File: config.mk
export PLATFORM = sky130hd
export DESIGN_NAME = light_threshold_relay_control
export DESIGN_NICKNAME = d
export VERILOG_FILES = /design/src/hdl/ltrc_pkg.sv /design/src/hdl/light_threshold_relay_control.sv /design/src/hdl/ltrc_front.sv /design/src/hdl/ltrc_back.sv
export SDC_FILE = /design/constraint.sdc
export NUM_CORES = 1
export LEC_CHECK = 0
export CORE_ASPECT_RATIO = 1.2
export CORE_MARGIN = 2
export CORE_UTILIZATION = 50
export DETAILED_ROUTE_END_ITERATION = 8
export DONT_BUFFER_PORTS = 1
export PLACE_DENSITY = 0.62
export SYNTH_ARGS = -nofsm -noshare
export SYNTH_HDL_FRONTEND = slang
export SYNTH_SLANG_ARGS = --single-unit
File: constraint.sdc
create_clock -name clk_i -period 5.8 [get_ports clk_i]
set_input_delay 0.58 -clock clk_i [delete_from_list [all_inputs] [get_ports clk_i]]
set_output_delay 0.58 -clock clk_i [all_outputs]
set_load 0.02 [all_outputs]
File: src/hdl/ltrc_pkg.sv
package ltrc_pkg;

  localparam int unsigned LevelW = 12;
  localparam int unsigned BandW  = 10;
  localparam int unsigned CountW = 8;
  localparam int unsigned RunW   = 16;
  localparam int unsigned TimeW  = 32;
  localparam int unsigned ModeW  = 2;
  localparam int unsigned CfgIdxW  = 3;
  localparam int unsigned CfgDataW = 12;

  typedef enum logic [CfgIdxW-1:0] {
    CFG_TRIP_LEVEL   = 3'd0,
    CFG_DARK_LEVEL   = 3'd1,
    CFG_COMPARE_MODE = 3'd2,
    CFG_RELAY_ASSIGN = 3'd3,
    CFG_HYST_BAND    = 3'd4,
    CFG_CONSEC_NEED  = 3'd5,
    CFG_ERROR_LIMIT  = 3'd6,
    CFG_UNUSED       = 3'd7
  } cfg_idx_e;

  typedef enum logic [ModeW-1:0] {
    MODE_NONE  = 2'd0,
    MODE_BELOW = 2'd1,
    MODE_ABOVE = 2'd2,
    MODE_SPARE = 2'd3
  } mode_e;

  typedef enum logic [1:0] {
    CMD_NONE  = 2'd0,
    CMD_ON    = 2'd1,
    CMD_OFF   = 2'd2,
    CMD_SPARE = 2'd3
  } relay_cmd_e;

  typedef struct packed {
    logic [LevelW-1:0] trip_level;
    logic [LevelW-1:0] dark_level;
    mode_e             compare_mode;
    logic              relay_assigned;
    logic [BandW-1:0]  hysteresis_band;
    logic [CountW-1:0] consecutive_needed;
    logic [CountW-1:0] error_limit;
  } cfg_t;

  // Classified poll handed from the front to the back.
  typedef struct packed {
    logic             read_ok;
    logic             is_light;
    logic             want_on;
    logic             want_off;
    logic [TimeW-1:0] now_seconds;
  } cls_t;

  typedef struct packed {
    logic             sample_ok;
    logic             display_ok;
    relay_cmd_e       relay_command;
    logic             light_started;
    logic             light_stopped;
    logic [TimeW-1:0] light_seconds;
  } result_t;

endpackage

File: src/hdl/light_threshold_relay_control.sv
// Light threshold relay control. Each transaction on the input queue is one
// photo-sensor poll (read flag, 12-bit converter value, current seconds) and
// yields exactly one result transaction on the output queue: the read flag,
// a display-ok flag, a relay command (none, on, off), light-period start and
// stop strobes and the light-period length in seconds. The block sustains one
// poll per clock cycle while the result queue has room or is popped; each poll
// is queued in the front queue, its result in the result queue, and results
// leave in the order the polls arrived. The front classifies each poll against
// the trip, hysteresis and dark levels and places it in a two-entry queue; the
// back applies it to the run counters and timing state, which is the one
// dependent step per poll, and writes a two-entry result queue. Either side may
// stall without holding up the other until its queue is full. Configuration
// writes are always ready and take effect on the next cycle; they should only
// be made while no poll is in flight.
module light_threshold_relay_control
  import ltrc_pkg::*;
(
  input  logic                clk_i,
  input  logic                rst_ni,
  // Configuration write channel.
  input  logic                cfg_valid_i,
  output logic                cfg_ready_o,
  input  logic [CfgIdxW-1:0]  cfg_index_i,
  input  logic [CfgDataW-1:0] cfg_data_i,
  // Poll input queue.
  input  logic                push,
  output logic                full,
  input  logic                read_ok_i,
  input  logic [LevelW-1:0]   sample_value_i,
  input  logic [TimeW-1:0]    now_seconds_i,
  // Result output queue.
  output logic                empty,
  input  logic                pop,
  output logic                sample_ok_o,
  output logic                display_ok_o,
  output logic [1:0]          relay_command_o,
  output logic                light_started_o,
  output logic                light_stopped_o,
  output logic [TimeW-1:0]    light_seconds_o
);

  cfg_t    cfg_q;
  logic    mid_empty;
  logic    mid_pop;
  cls_t    mid_head;
  result_t res_head;

  // The register file accepts a write on every cycle. Writes to the unused
  // index are accepted and discarded.
  assign cfg_ready_o = 1'b1;

  always_ff @(posedge clk_i or negedge rst_ni) begin
    if (!rst_ni) begin
      cfg_q.trip_level         <= LevelW'(2048);
      cfg_q.dark_level         <= '0;
      cfg_q.compare_mode       <= MODE_NONE;
      cfg_q.relay_assigned     <= 1'b0;
      cfg_q.hysteresis_band    <= BandW'(50);
      cfg_q.consecutive_needed <= CountW'(5);
      cfg_q.error_limit        <= CountW'(5);
    end else if (cfg_valid_i && cfg_ready_o) begin
      unique case (cfg_idx_e'(cfg_index_i))
        CFG_TRIP_LEVEL:   cfg_q.trip_level         <= cfg_data_i[LevelW-1:0];
        CFG_DARK_LEVEL:   cfg_q.dark_level         <= cfg_data_i[LevelW-1:0];
        CFG_COMPARE_MODE: cfg_q.compare_mode       <= mode_e'(cfg_data_i[ModeW-1:0]);
        CFG_RELAY_ASSIGN: cfg_q.relay_assigned     <= cfg_data_i[0];
        CFG_HYST_BAND:    cfg_q.hysteresis_band    <= cfg_data_i[BandW-1:0];
        CFG_CONSEC_NEED:  cfg_q.consecutive_needed <= cfg_data_i[CountW-1:0];
        CFG_ERROR_LIMIT:  cfg_q.error_limit        <= cfg_data_i[CountW-1:0];
        default: ;
      endcase
    end
  end

  // Front: classification of each poll and the queue towards the back.
  ltrc_front u_front (
    .clk_i          (clk_i),
    .rst_ni         (rst_ni),
    .cfg_i          (cfg_q),
    .push_i         (push),
    .full_o         (full),
    .read_ok_i      (read_ok_i),
    .sample_value_i (sample_value_i),
    .now_seconds_i  (now_seconds_i),
    .pop_i          (mid_pop),
    .empty_o        (mid_empty),
    .head_o         (mid_head)
  );

  // Back: run counters, arming, period timing and the result queue.
  ltrc_back u_back (
    .clk_i      (clk_i),
    .rst_ni     (rst_ni),
    .cfg_i      (cfg_q),
    .in_empty_i (mid_empty),
    .in_head_i  (mid_head),
    .in_pop_o   (mid_pop),
    .pop_i      (pop),
    .empty_o    (empty),
    .head_o     (res_head)
  );

  assign sample_ok_o     = res_head.sample_ok;
  assign display_ok_o    = res_head.display_ok;
  assign relay_command_o = res_head.relay_command;
  assign light_started_o = res_head.light_started;
  assign light_stopped_o = res_head.light_stopped;
  assign light_seconds_o = res_head.light_seconds;

endmodule

File: src/hdl/ltrc_front.sv
module ltrc_front
  import ltrc_pkg::*;
(
  input  logic              clk_i,
  input  logic              rst_ni,
  input  cfg_t              cfg_i,
  input  logic              push_i,
  output logic              full_o,
  input  logic              read_ok_i,
  input  logic [LevelW-1:0] sample_value_i,
  input  logic [TimeW-1:0]  now_seconds_i,
  input  logic              pop_i,
  output logic              empty_o,
  output cls_t              head_o
);

  cls_t       entry_q [2];
  logic       wr_ptr_q, wr_ptr_d;
  logic       rd_ptr_q, rd_ptr_d;
  logic [1:0] count_q, count_d;
  logic       do_push, do_pop;
  cls_t       cls;

  logic [LevelW:0] sum_trip_band;
  logic [LevelW:0] sum_val_band;
  logic            below_trip, above_trip;

  // The hysteresis thresholds are compared with one extra bit so that
  // trip minus band never wraps: v <= trip - band is v + band <= trip.
  always_comb begin
    sum_trip_band = {1'b0, cfg_i.trip_level} + {{(LevelW+1-BandW){1'b0}}, cfg_i.hysteresis_band};
    sum_val_band  = {1'b0, sample_value_i} + {{(LevelW+1-BandW){1'b0}}, cfg_i.hysteresis_band};
    below_trip    = sample_value_i < cfg_i.trip_level;
    above_trip    = sample_value_i > cfg_i.trip_level;

    cls             = '0;
    cls.read_ok     = read_ok_i;
    cls.is_light    = sample_value_i >= cfg_i.dark_level;
    cls.now_seconds = now_seconds_i;
    unique case (cfg_i.compare_mode)
      MODE_BELOW: begin
        cls.want_on  = below_trip;
        cls.want_off = {1'b0, sample_value_i} >= sum_trip_band;
      end
      MODE_ABOVE: begin
        cls.want_on  = above_trip;
        cls.want_off = sum_val_band <= {1'b0, cfg_i.trip_level};
      end
      default: begin
        cls.want_on  = 1'b0;
        cls.want_off = 1'b0;
      end
    endcase
  end

  assign full_o  = count_q == 2'd2;
  assign empty_o = count_q == 2'd0;
  assign do_push = push_i && !full_o;
  assign do_pop  = pop_i && !empty_o;
  assign head_o  = entry_q[rd_ptr_q];

  always_comb begin
    wr_ptr_d = do_push ? ~wr_ptr_q : wr_ptr_q;
    rd_ptr_d = do_pop ? ~rd_ptr_q : rd_ptr_q;
    count_d  = count_q + {1'b0, do_push} - {1'b0, do_pop};
  end

  always_ff @(posedge clk_i or negedge rst_ni) begin
    if (!rst_ni) begin
      wr_ptr_q <= 1'b0;
      rd_ptr_q <= 1'b0;
      count_q  <= 2'd0;
    end else begin
      wr_ptr_q <= wr_ptr_d;
      rd_ptr_q <= rd_ptr_d;
      count_q  <= count_d;
    end
  end

  always_ff @(posedge clk_i) begin
    if (do_push) begin
      entry_q[wr_ptr_q] <= cls;
    end
  end

endmodule

File: src/hdl/ltrc_back.sv
module ltrc_back
  import ltrc_pkg::*;
(
  input  logic    clk_i,
  input  logic    rst_ni,
  input  cfg_t    cfg_i,
  input  logic    in_empty_i,
  input  cls_t    in_head_i,
  output logic    in_pop_o,
  input  logic    pop_i,
  output logic    empty_o,
  output result_t head_o
);

  logic [RunW-1:0]   on_run_q, on_run_d;
  logic [RunW-1:0]   off_run_q, off_run_d;
  logic [RunW-1:0]   light_run_q, light_run_d;
  logic [RunW-1:0]   dark_run_q, dark_run_d;
  logic              start_armed_q, start_armed_d;
  logic              stop_armed_q, stop_armed_d;
  logic [TimeW-1:0]  period_start_q, period_start_d;
  logic [TimeW-1:0]  period_length_q, period_length_d;
  logic [CountW-1:0] error_run_q, error_run_d;
  mode_e             last_mode_q, last_mode_d;

  result_t    entry_q [2];
  logic       wr_ptr_q, rd_ptr_q;
  logic [1:0] count_q;
  logic       out_pop, out_room, step;
  result_t    res;

  logic [RunW-1:0] need;
  logic [RunW-1:0] on_base, off_base;

  assign out_pop  = pop_i && !empty_o;
  assign out_room = (count_q != 2'd2) || out_pop;
  assign step     = !in_empty_i && out_room;
  assign in_pop_o = step;
  assign empty_o  = count_q == 2'd0;
  assign head_o   = entry_q[rd_ptr_q];
  assign need     = {{(RunW-CountW){1'b0}}, cfg_i.consecutive_needed};

  always_comb begin
    on_run_d        = on_run_q;
    off_run_d       = off_run_q;
    light_run_d     = light_run_q;
    dark_run_d      = dark_run_q;
    start_armed_d   = start_armed_q;
    stop_armed_d    = stop_armed_q;
    period_start_d  = period_start_q;
    period_length_d = period_length_q;
    error_run_d     = error_run_q;
    last_mode_d     = last_mode_q;
    on_base         = on_run_q;
    off_base        = off_run_q;
    res             = '0;
    res.relay_command = CMD_NONE;

    if (!in_head_i.read_ok) begin
      if (error_run_q != {CountW{1'b1}}) begin
        error_run_d = error_run_q + 1'b1;
      end
    end else begin
      error_run_d = '0;

      // A change of compare mode restarts both relay runs.
      if (cfg_i.compare_mode != last_mode_q) begin
        on_base     = '0;
        off_base    = '0;
        last_mode_d = cfg_i.compare_mode;
      end
      on_run_d  = on_base;
      off_run_d = off_base;

      if (in_head_i.is_light) begin
        dark_run_d = '0;
        if (light_run_q != {RunW{1'b1}}) begin
          light_run_d = light_run_q + 1'b1;
        end
        if (light_run_d >= need) begin
          stop_armed_d = 1'b1;
          if (start_armed_q) begin
            start_armed_d     = 1'b0;
            period_length_d   = '0;
            period_start_d    = in_head_i.now_seconds;
            res.light_started = 1'b1;
          end else begin
            period_length_d = in_head_i.now_seconds - period_start_q;
          end
        end
      end else begin
        light_run_d = '0;
        if (dark_run_q != {RunW{1'b1}}) begin
          dark_run_d = dark_run_q + 1'b1;
        end
        if (dark_run_d >= need) begin
          start_armed_d = 1'b1;
          if (stop_armed_q) begin
            stop_armed_d      = 1'b0;
            res.light_stopped = 1'b1;
          end
        end
      end

      if (in_head_i.want_on) begin
        off_run_d = '0;
        if (on_base != {RunW{1'b1}}) begin
          on_run_d = on_base + 1'b1;
        end
        if (cfg_i.relay_assigned && on_run_d >= need) begin
          res.relay_command = CMD_ON;
        end
      end else if (in_head_i.want_off) begin
        on_run_d = '0;
        if (off_base != {RunW{1'b1}}) begin
          off_run_d = off_base + 1'b1;
        end
        if (cfg_i.relay_assigned && off_run_d >= need) begin
          res.relay_command = CMD_OFF;
        end
      end
    end

    res.sample_ok     = in_head_i.read_ok;
    res.display_ok    = error_run_d < cfg_i.error_limit;
    res.light_seconds = period_length_d;
  end

  always_ff @(posedge clk_i or negedge rst_ni) begin
    if (!rst_ni) begin
      on_run_q        <= '0;
      off_run_q       <= '0;
      light_run_q     <= '0;
      dark_run_q      <= '0;
      start_armed_q   <= 1'b1;
      stop_armed_q    <= 1'b1;
      period_start_q  <= '0;
      period_length_q <= '0;
      error_run_q     <= '0;
      last_mode_q     <= MODE_NONE;
      wr_ptr_q        <= 1'b0;
      rd_ptr_q        <= 1'b0;
      count_q         <= 2'd0;
    end else begin
      if (step) begin
        on_run_q        <= on_run_d;
        off_run_q       <= off_run_d;
        light_run_q     <= light_run_d;
        dark_run_q      <= dark_run_d;
        start_armed_q   <= start_armed_d;
        stop_armed_q    <= stop_armed_d;
        period_start_q  <= period_start_d;
        period_length_q <= period_length_d;
        error_run_q     <= error_run_d;
        last_mode_q     <= last_mode_d;
        wr_ptr_q        <= ~wr_ptr_q;
      end
      if (out_pop) begin
        rd_ptr_q <= ~rd_ptr_q;
      end
      count_q <= count_q + {1'b0, step} - {1'b0, out_pop};
    end
  end

  always_ff @(posedge clk_i) begin
    if (step) begin
      entry_q[wr_ptr_q] <= res;
    end
  end

endmodule

==> results.md <==
- The flow ran to the end, and the final reports show no timing, DRC or antenna violations.
- After global routing the overflow that remains totals 0.
- The number of nets still failing antenna checks after routing is 0.
- The via count of the first global-routing pass came to between 10k and 15k.
- For this run, the number of Yosys warnings is 0.
- For this run, asynchronously set or reset flops after synthesis account for about 58%.
- The setup TNS is 0 ns.
- In this run the worst path has a maximum fanout of 10.
- The routed wire length per instance is 18.96 um.
- The maximum buffer depth of the clock tree is 3.
- The master cell of the clock root buffer is sky130_fd_sc_hd__clkbuf_16.
- Signal routing reaches up to met4.
- TritonCTS built the clock tree.
- The critical register-to-register path startpoint is cfg_q[28]$_DFFE_PN0P_.
- The post-synthesis cell count is approximately 1.9k.
- Power spread over the standard cell area amounts to about 500 nW/um^2.
- In the finished design, the share of the clock period the worst path needs comes to 79.64%.
- The post-cts repair resize count is 0.
- The synthesized design contains 148 enable-type register cells.
- In this design, the stage delay of the slowest critical-path cell is around 0.52 ns.
- The signal on the critical path passes through xor2_1, nor2_1, and2_1, ha_1, nand2_1, nor3_1, nand3_1, mux2_2, ha_1, a21o_1, a21o_1, a211oi_1, o21bai_1, a21o_1, a21oi_1, a31oi_1.
- The kind of critical path is flip-flop to flip-flop.
- Across every metal layer, demand over resource in global routing totals about 22%.
- Detailed routing inserted a total of approximately 14k vias.
- The worst path in the final design needs a cycle of between 4 and 5 ns, including I/O delays and setup.
- Setup repair after global routing left no endpoint under its margin.
- The sink count of the clock tree is roughly 350.
- The post-detailed-route via-to-cell ratio is just under 6.
- The leakage power of the design is just over 9 nW.
- The netlist uses 77 different library cells.
- For the final database, setup skew stands at approximately 0.025 ns.
- The worst flop-to-flop path endpoint is u_back.entry_q[0][35]$_DFFE_PP_.
- The number of cells on the worst reg-to-reg path is 16.
- The number of antenna violations at the first check in global routing is 0.
- The chip height is around 220 um.
- The initialized floorplan defines 80 standard-cell rows.
- The cell taking the most area after synthesis is sky130_fd_sc_hd__dfrtp_1.
- The antenna diode count is 0.
- The fill cell total of the finished layout is ~3.5k.
- The TritonCTS buffer count is 37.
- Of the synthesized area, sequential elements account for between 40% and 50%.
- On the critical path, the stage with the largest delay is an instance of sky130_fd_sc_hd__nor2_1.
- The cell area after synthesis is about 20000 sq um.
- The clock latency on the worst-skew pair is about 0.55 ns.
- The count of buffers added on input and output ports is 0.
- The remaining design rule violation count is 0.
- The worst setup path is captured at a flip-flop.
- Before CTS, the worst setup slack after placement is 1.226 ns.
- The final count of pins violating max slew is 0.
- The wire length of the first global-routing pass is ~76 mm.
- In the detailed route, the total length drawn on met2 is 23.42 mm.
- The transition time at the pin with the least slew margin is 1.037 ns.
- The setup-violating endpoint count in the final report is 0.
- Buffers added to address setup during post-CTS repair amount to 0.
- After synthesis, the cell types taking the most area are sky130_fd_sc_hd__dfrtp_1 24%, sky130_fd_sc_hd__edfxtp_1 22%, sky130_fd_sc_hd__ha_1 9.2%.
- The fraction of layout cells with a size suffix above 1 is 12.65%.
- STA puts the critical path data arrival time at roughly 4.9 ns.
- Among all flip-flop cells after synthesis, the most frequent one is sky130_fd_sc_hd__dfrtp_1.
- For this configuration, the core starts out at a cell density of ~51%.
- The share of synthesized area in the top cell type comes to a little under a quarter.
- The maximum ir drop on the vdd rail is between 0.2 and 0.3 mV.
- The weighted congestion reported at the end of routability-driven placement is ~0.90.
- In this run the worst hold path is classified as primary input to async pin.
- The detailed router put a total of 20.19 mm of wire on met1.
- The largest net degree at the start of global routing is just over 200.
- The number of storage elements in the synthesis netlist is roughly 350.
- The floorplan step defined a core boundary enclosing 39740 sq um.
- The most frequent cell after synthesis is sky130_fd_sc_hd__nand2_1.
- The critical path's most frequent cell is sky130_fd_sc_hd__a21o_1.
- The startpoint kind of the worst setup timing path is a flip-flop.
- Counting every net in the synthesized netlist gives 2145.
- The worst path meets setup with roughly 1.2 ns of slack.
- Headroom to the max-slew limit came out at between 20% and 30%.
- The count of pins on the block boundary is roughly 110.
- The commonest cells after synthesis are 221 x sky130_fd_sc_hd__nand2_1, 191 x sky130_fd_sc_hd__dfrtp_1, 151 x sky130_fd_sc_hd__o21ai_0.
- The sum of met3 wire segment lengths after detailed routing is about 1.8 mm.
- Clock-pin slew was measured on the worst setup and hold paths at 0.06 ns.
- The post-cts hold buffer count is 1.
- The max-cap check violation count is 0.
- The x dimension of the die is 187.3 um.
- The average instance area after synthesis is ~10 sq um.
- In this run, the number of DRC markers left after iteration 0 of detailed routing was a little over 800.
- Detailed placement ended at an HPWL of ~34 mm.
- Compared with the post-synthesis result, the final layout area differs by 9.432%.
- Derived from the worst setup path, the maximum achievable clock frequency is 216.5 MHz.
- The final layout contains routed wiring with a total length of 46.82 mm.
- The final layout net count is about 2.1k.
- The pre-antenna-repair detailed-routing pass consisted of 8 iterations.
- The total die area is between 40000 and 50000 sq um.
- For flop-to-flop paths, the worst setup slack is around 1.2 ns.
- The required time of the critical path is between 6 and 7 ns.
- CTS built an H-tree with a depth of 2.
- The final-report hold violation count was 0.
-- final cells by class --
class	count	area, sq um	area share [%]
Sequential cell	349	9489	43.00
Clock inverter	24	419.2	1.900
Clock buffer	44	962.2	4.360
Timing Repair Buffer	17	147.6	0.6691
Inverter	95	356.6	1.616
Tap cell	533	666.9	3.022
Multi-Input combinational cell	1407	10020	45.43
-- worst max path at each step --
stage / start / end / depth (start not counted)
floorplan: cfg_q[28]$_DFFE_PN0P_ / u_back.entry_q[0][35]$_DFFE_PP_ / 17
global placement: u_front.rd_ptr_q$_DFFE_PN0P_ / u_back.entry_q[0][29]$_DFFE_PP_ / 11
detailed placement: cfg_q[28]$_DFFE_PN0P_ / u_back.entry_q[0][35]$_DFFE_PP_ / 17
CTS: cfg_q[28]$_DFFE_PN0P_ / u_back.entry_q[0][35]$_DFFE_PP_ / 17
global route: cfg_q[28]$_DFFE_PN0P_ / u_back.entry_q[1][34]$_DFFE_PP_ / 18
finish: cfg_q[28]$_DFFE_PN0P_ / u_back.entry_q[0][35]$_DFFE_PP_ / 16
-- critical path, delay by kind of cell (launching register included) --
family,cells,cell delay [ns]
flops,1,0.41
xor+xnor,1,0.22
compound gates,7,1.11
fa+ha+maj,2,0.55
simple gates,5,1.69
mux,1,0.39
-- cell usage in the layout (no fill, tap or decap), types with 54 or more instances in the layout --
cell type | Yosys | layout
sky130_fd_sc_hd__nand2_1 | 221 | 221
sky130_fd_sc_hd__dfrtp_1 | 191 | 189
sky130_fd_sc_hd__o21ai_0 | 151 | 151
sky130_fd_sc_hd__ha_1 | 148 | 148
sky130_fd_sc_hd__edfxtp_1 | 148 | 148
sky130_fd_sc_hd__mux2_2 | 118 | 118
sky130_fd_sc_hd__nor2_1 | 106 | 104
sky130_fd_sc_hd__inv_1 | 95 | 95
sky130_fd_sc_hd__a21oi_1 | 85 | 85
sky130_fd_sc_hd__xnor2_1 | 54 | 54
-- kinds of logic (layout without fill, tap and decap cells) --
group	count (synthesis)	after routing	share of synthesized area [%]
buf+inv	173	180	3.376
fa+ha+maj	151	151	9.481
xor+xnor	89	89	3.866
simple gates	555	555	13.17
mux	139	139	7.856
other cells	1	1	0.01860
flops	349	349	47.05
compound gates	472	472	15.18
-- per-stage QoR --
stage                     std cells  hold slack [ns]  util, %  cell area [sq um]  total power, mW
after global routing           2469           0.1086    55.53              22070            11.79
after global placement         2400           0.3031    51.98              20660            8.281
after CTS                      2469           0.1080    55.53              22070            11.14
final                          2469           0.1210    55.53              22070            11.03
after floorplan                1929           0.2844        -              20160            7.209
after detailed placement       2400           0.3029    51.98              20660            8.385
-- sequential cells by signal (all words and copies together), names as in the netlist, 16 cells and up --
register                count
u_back.period_start_q      32
u_back.light_run_q         16
u_back.dark_run_q          16
u_back.period_length_q     32
u_front.entry_q            72
u_back.on_run_q            16
cfg_q                      53
u_back.entry_q             76
u_back.off_run_q           16
-- power by group --
group | internal [mW] | switching (mW)
Combinational | 1.68 | 2.87
Sequential | 3.43 | 0.361
Clock | 1.65 | 1.02
-- per-layer routing --
layer	up-vias	track usage [%]
met1	6933	28.02
met4	0	7.322
li1	7008	-
met3	81	3.055
met2	312	40.27
met5	-	0
No activity file was read; power rests on OpenSTA's default activity.
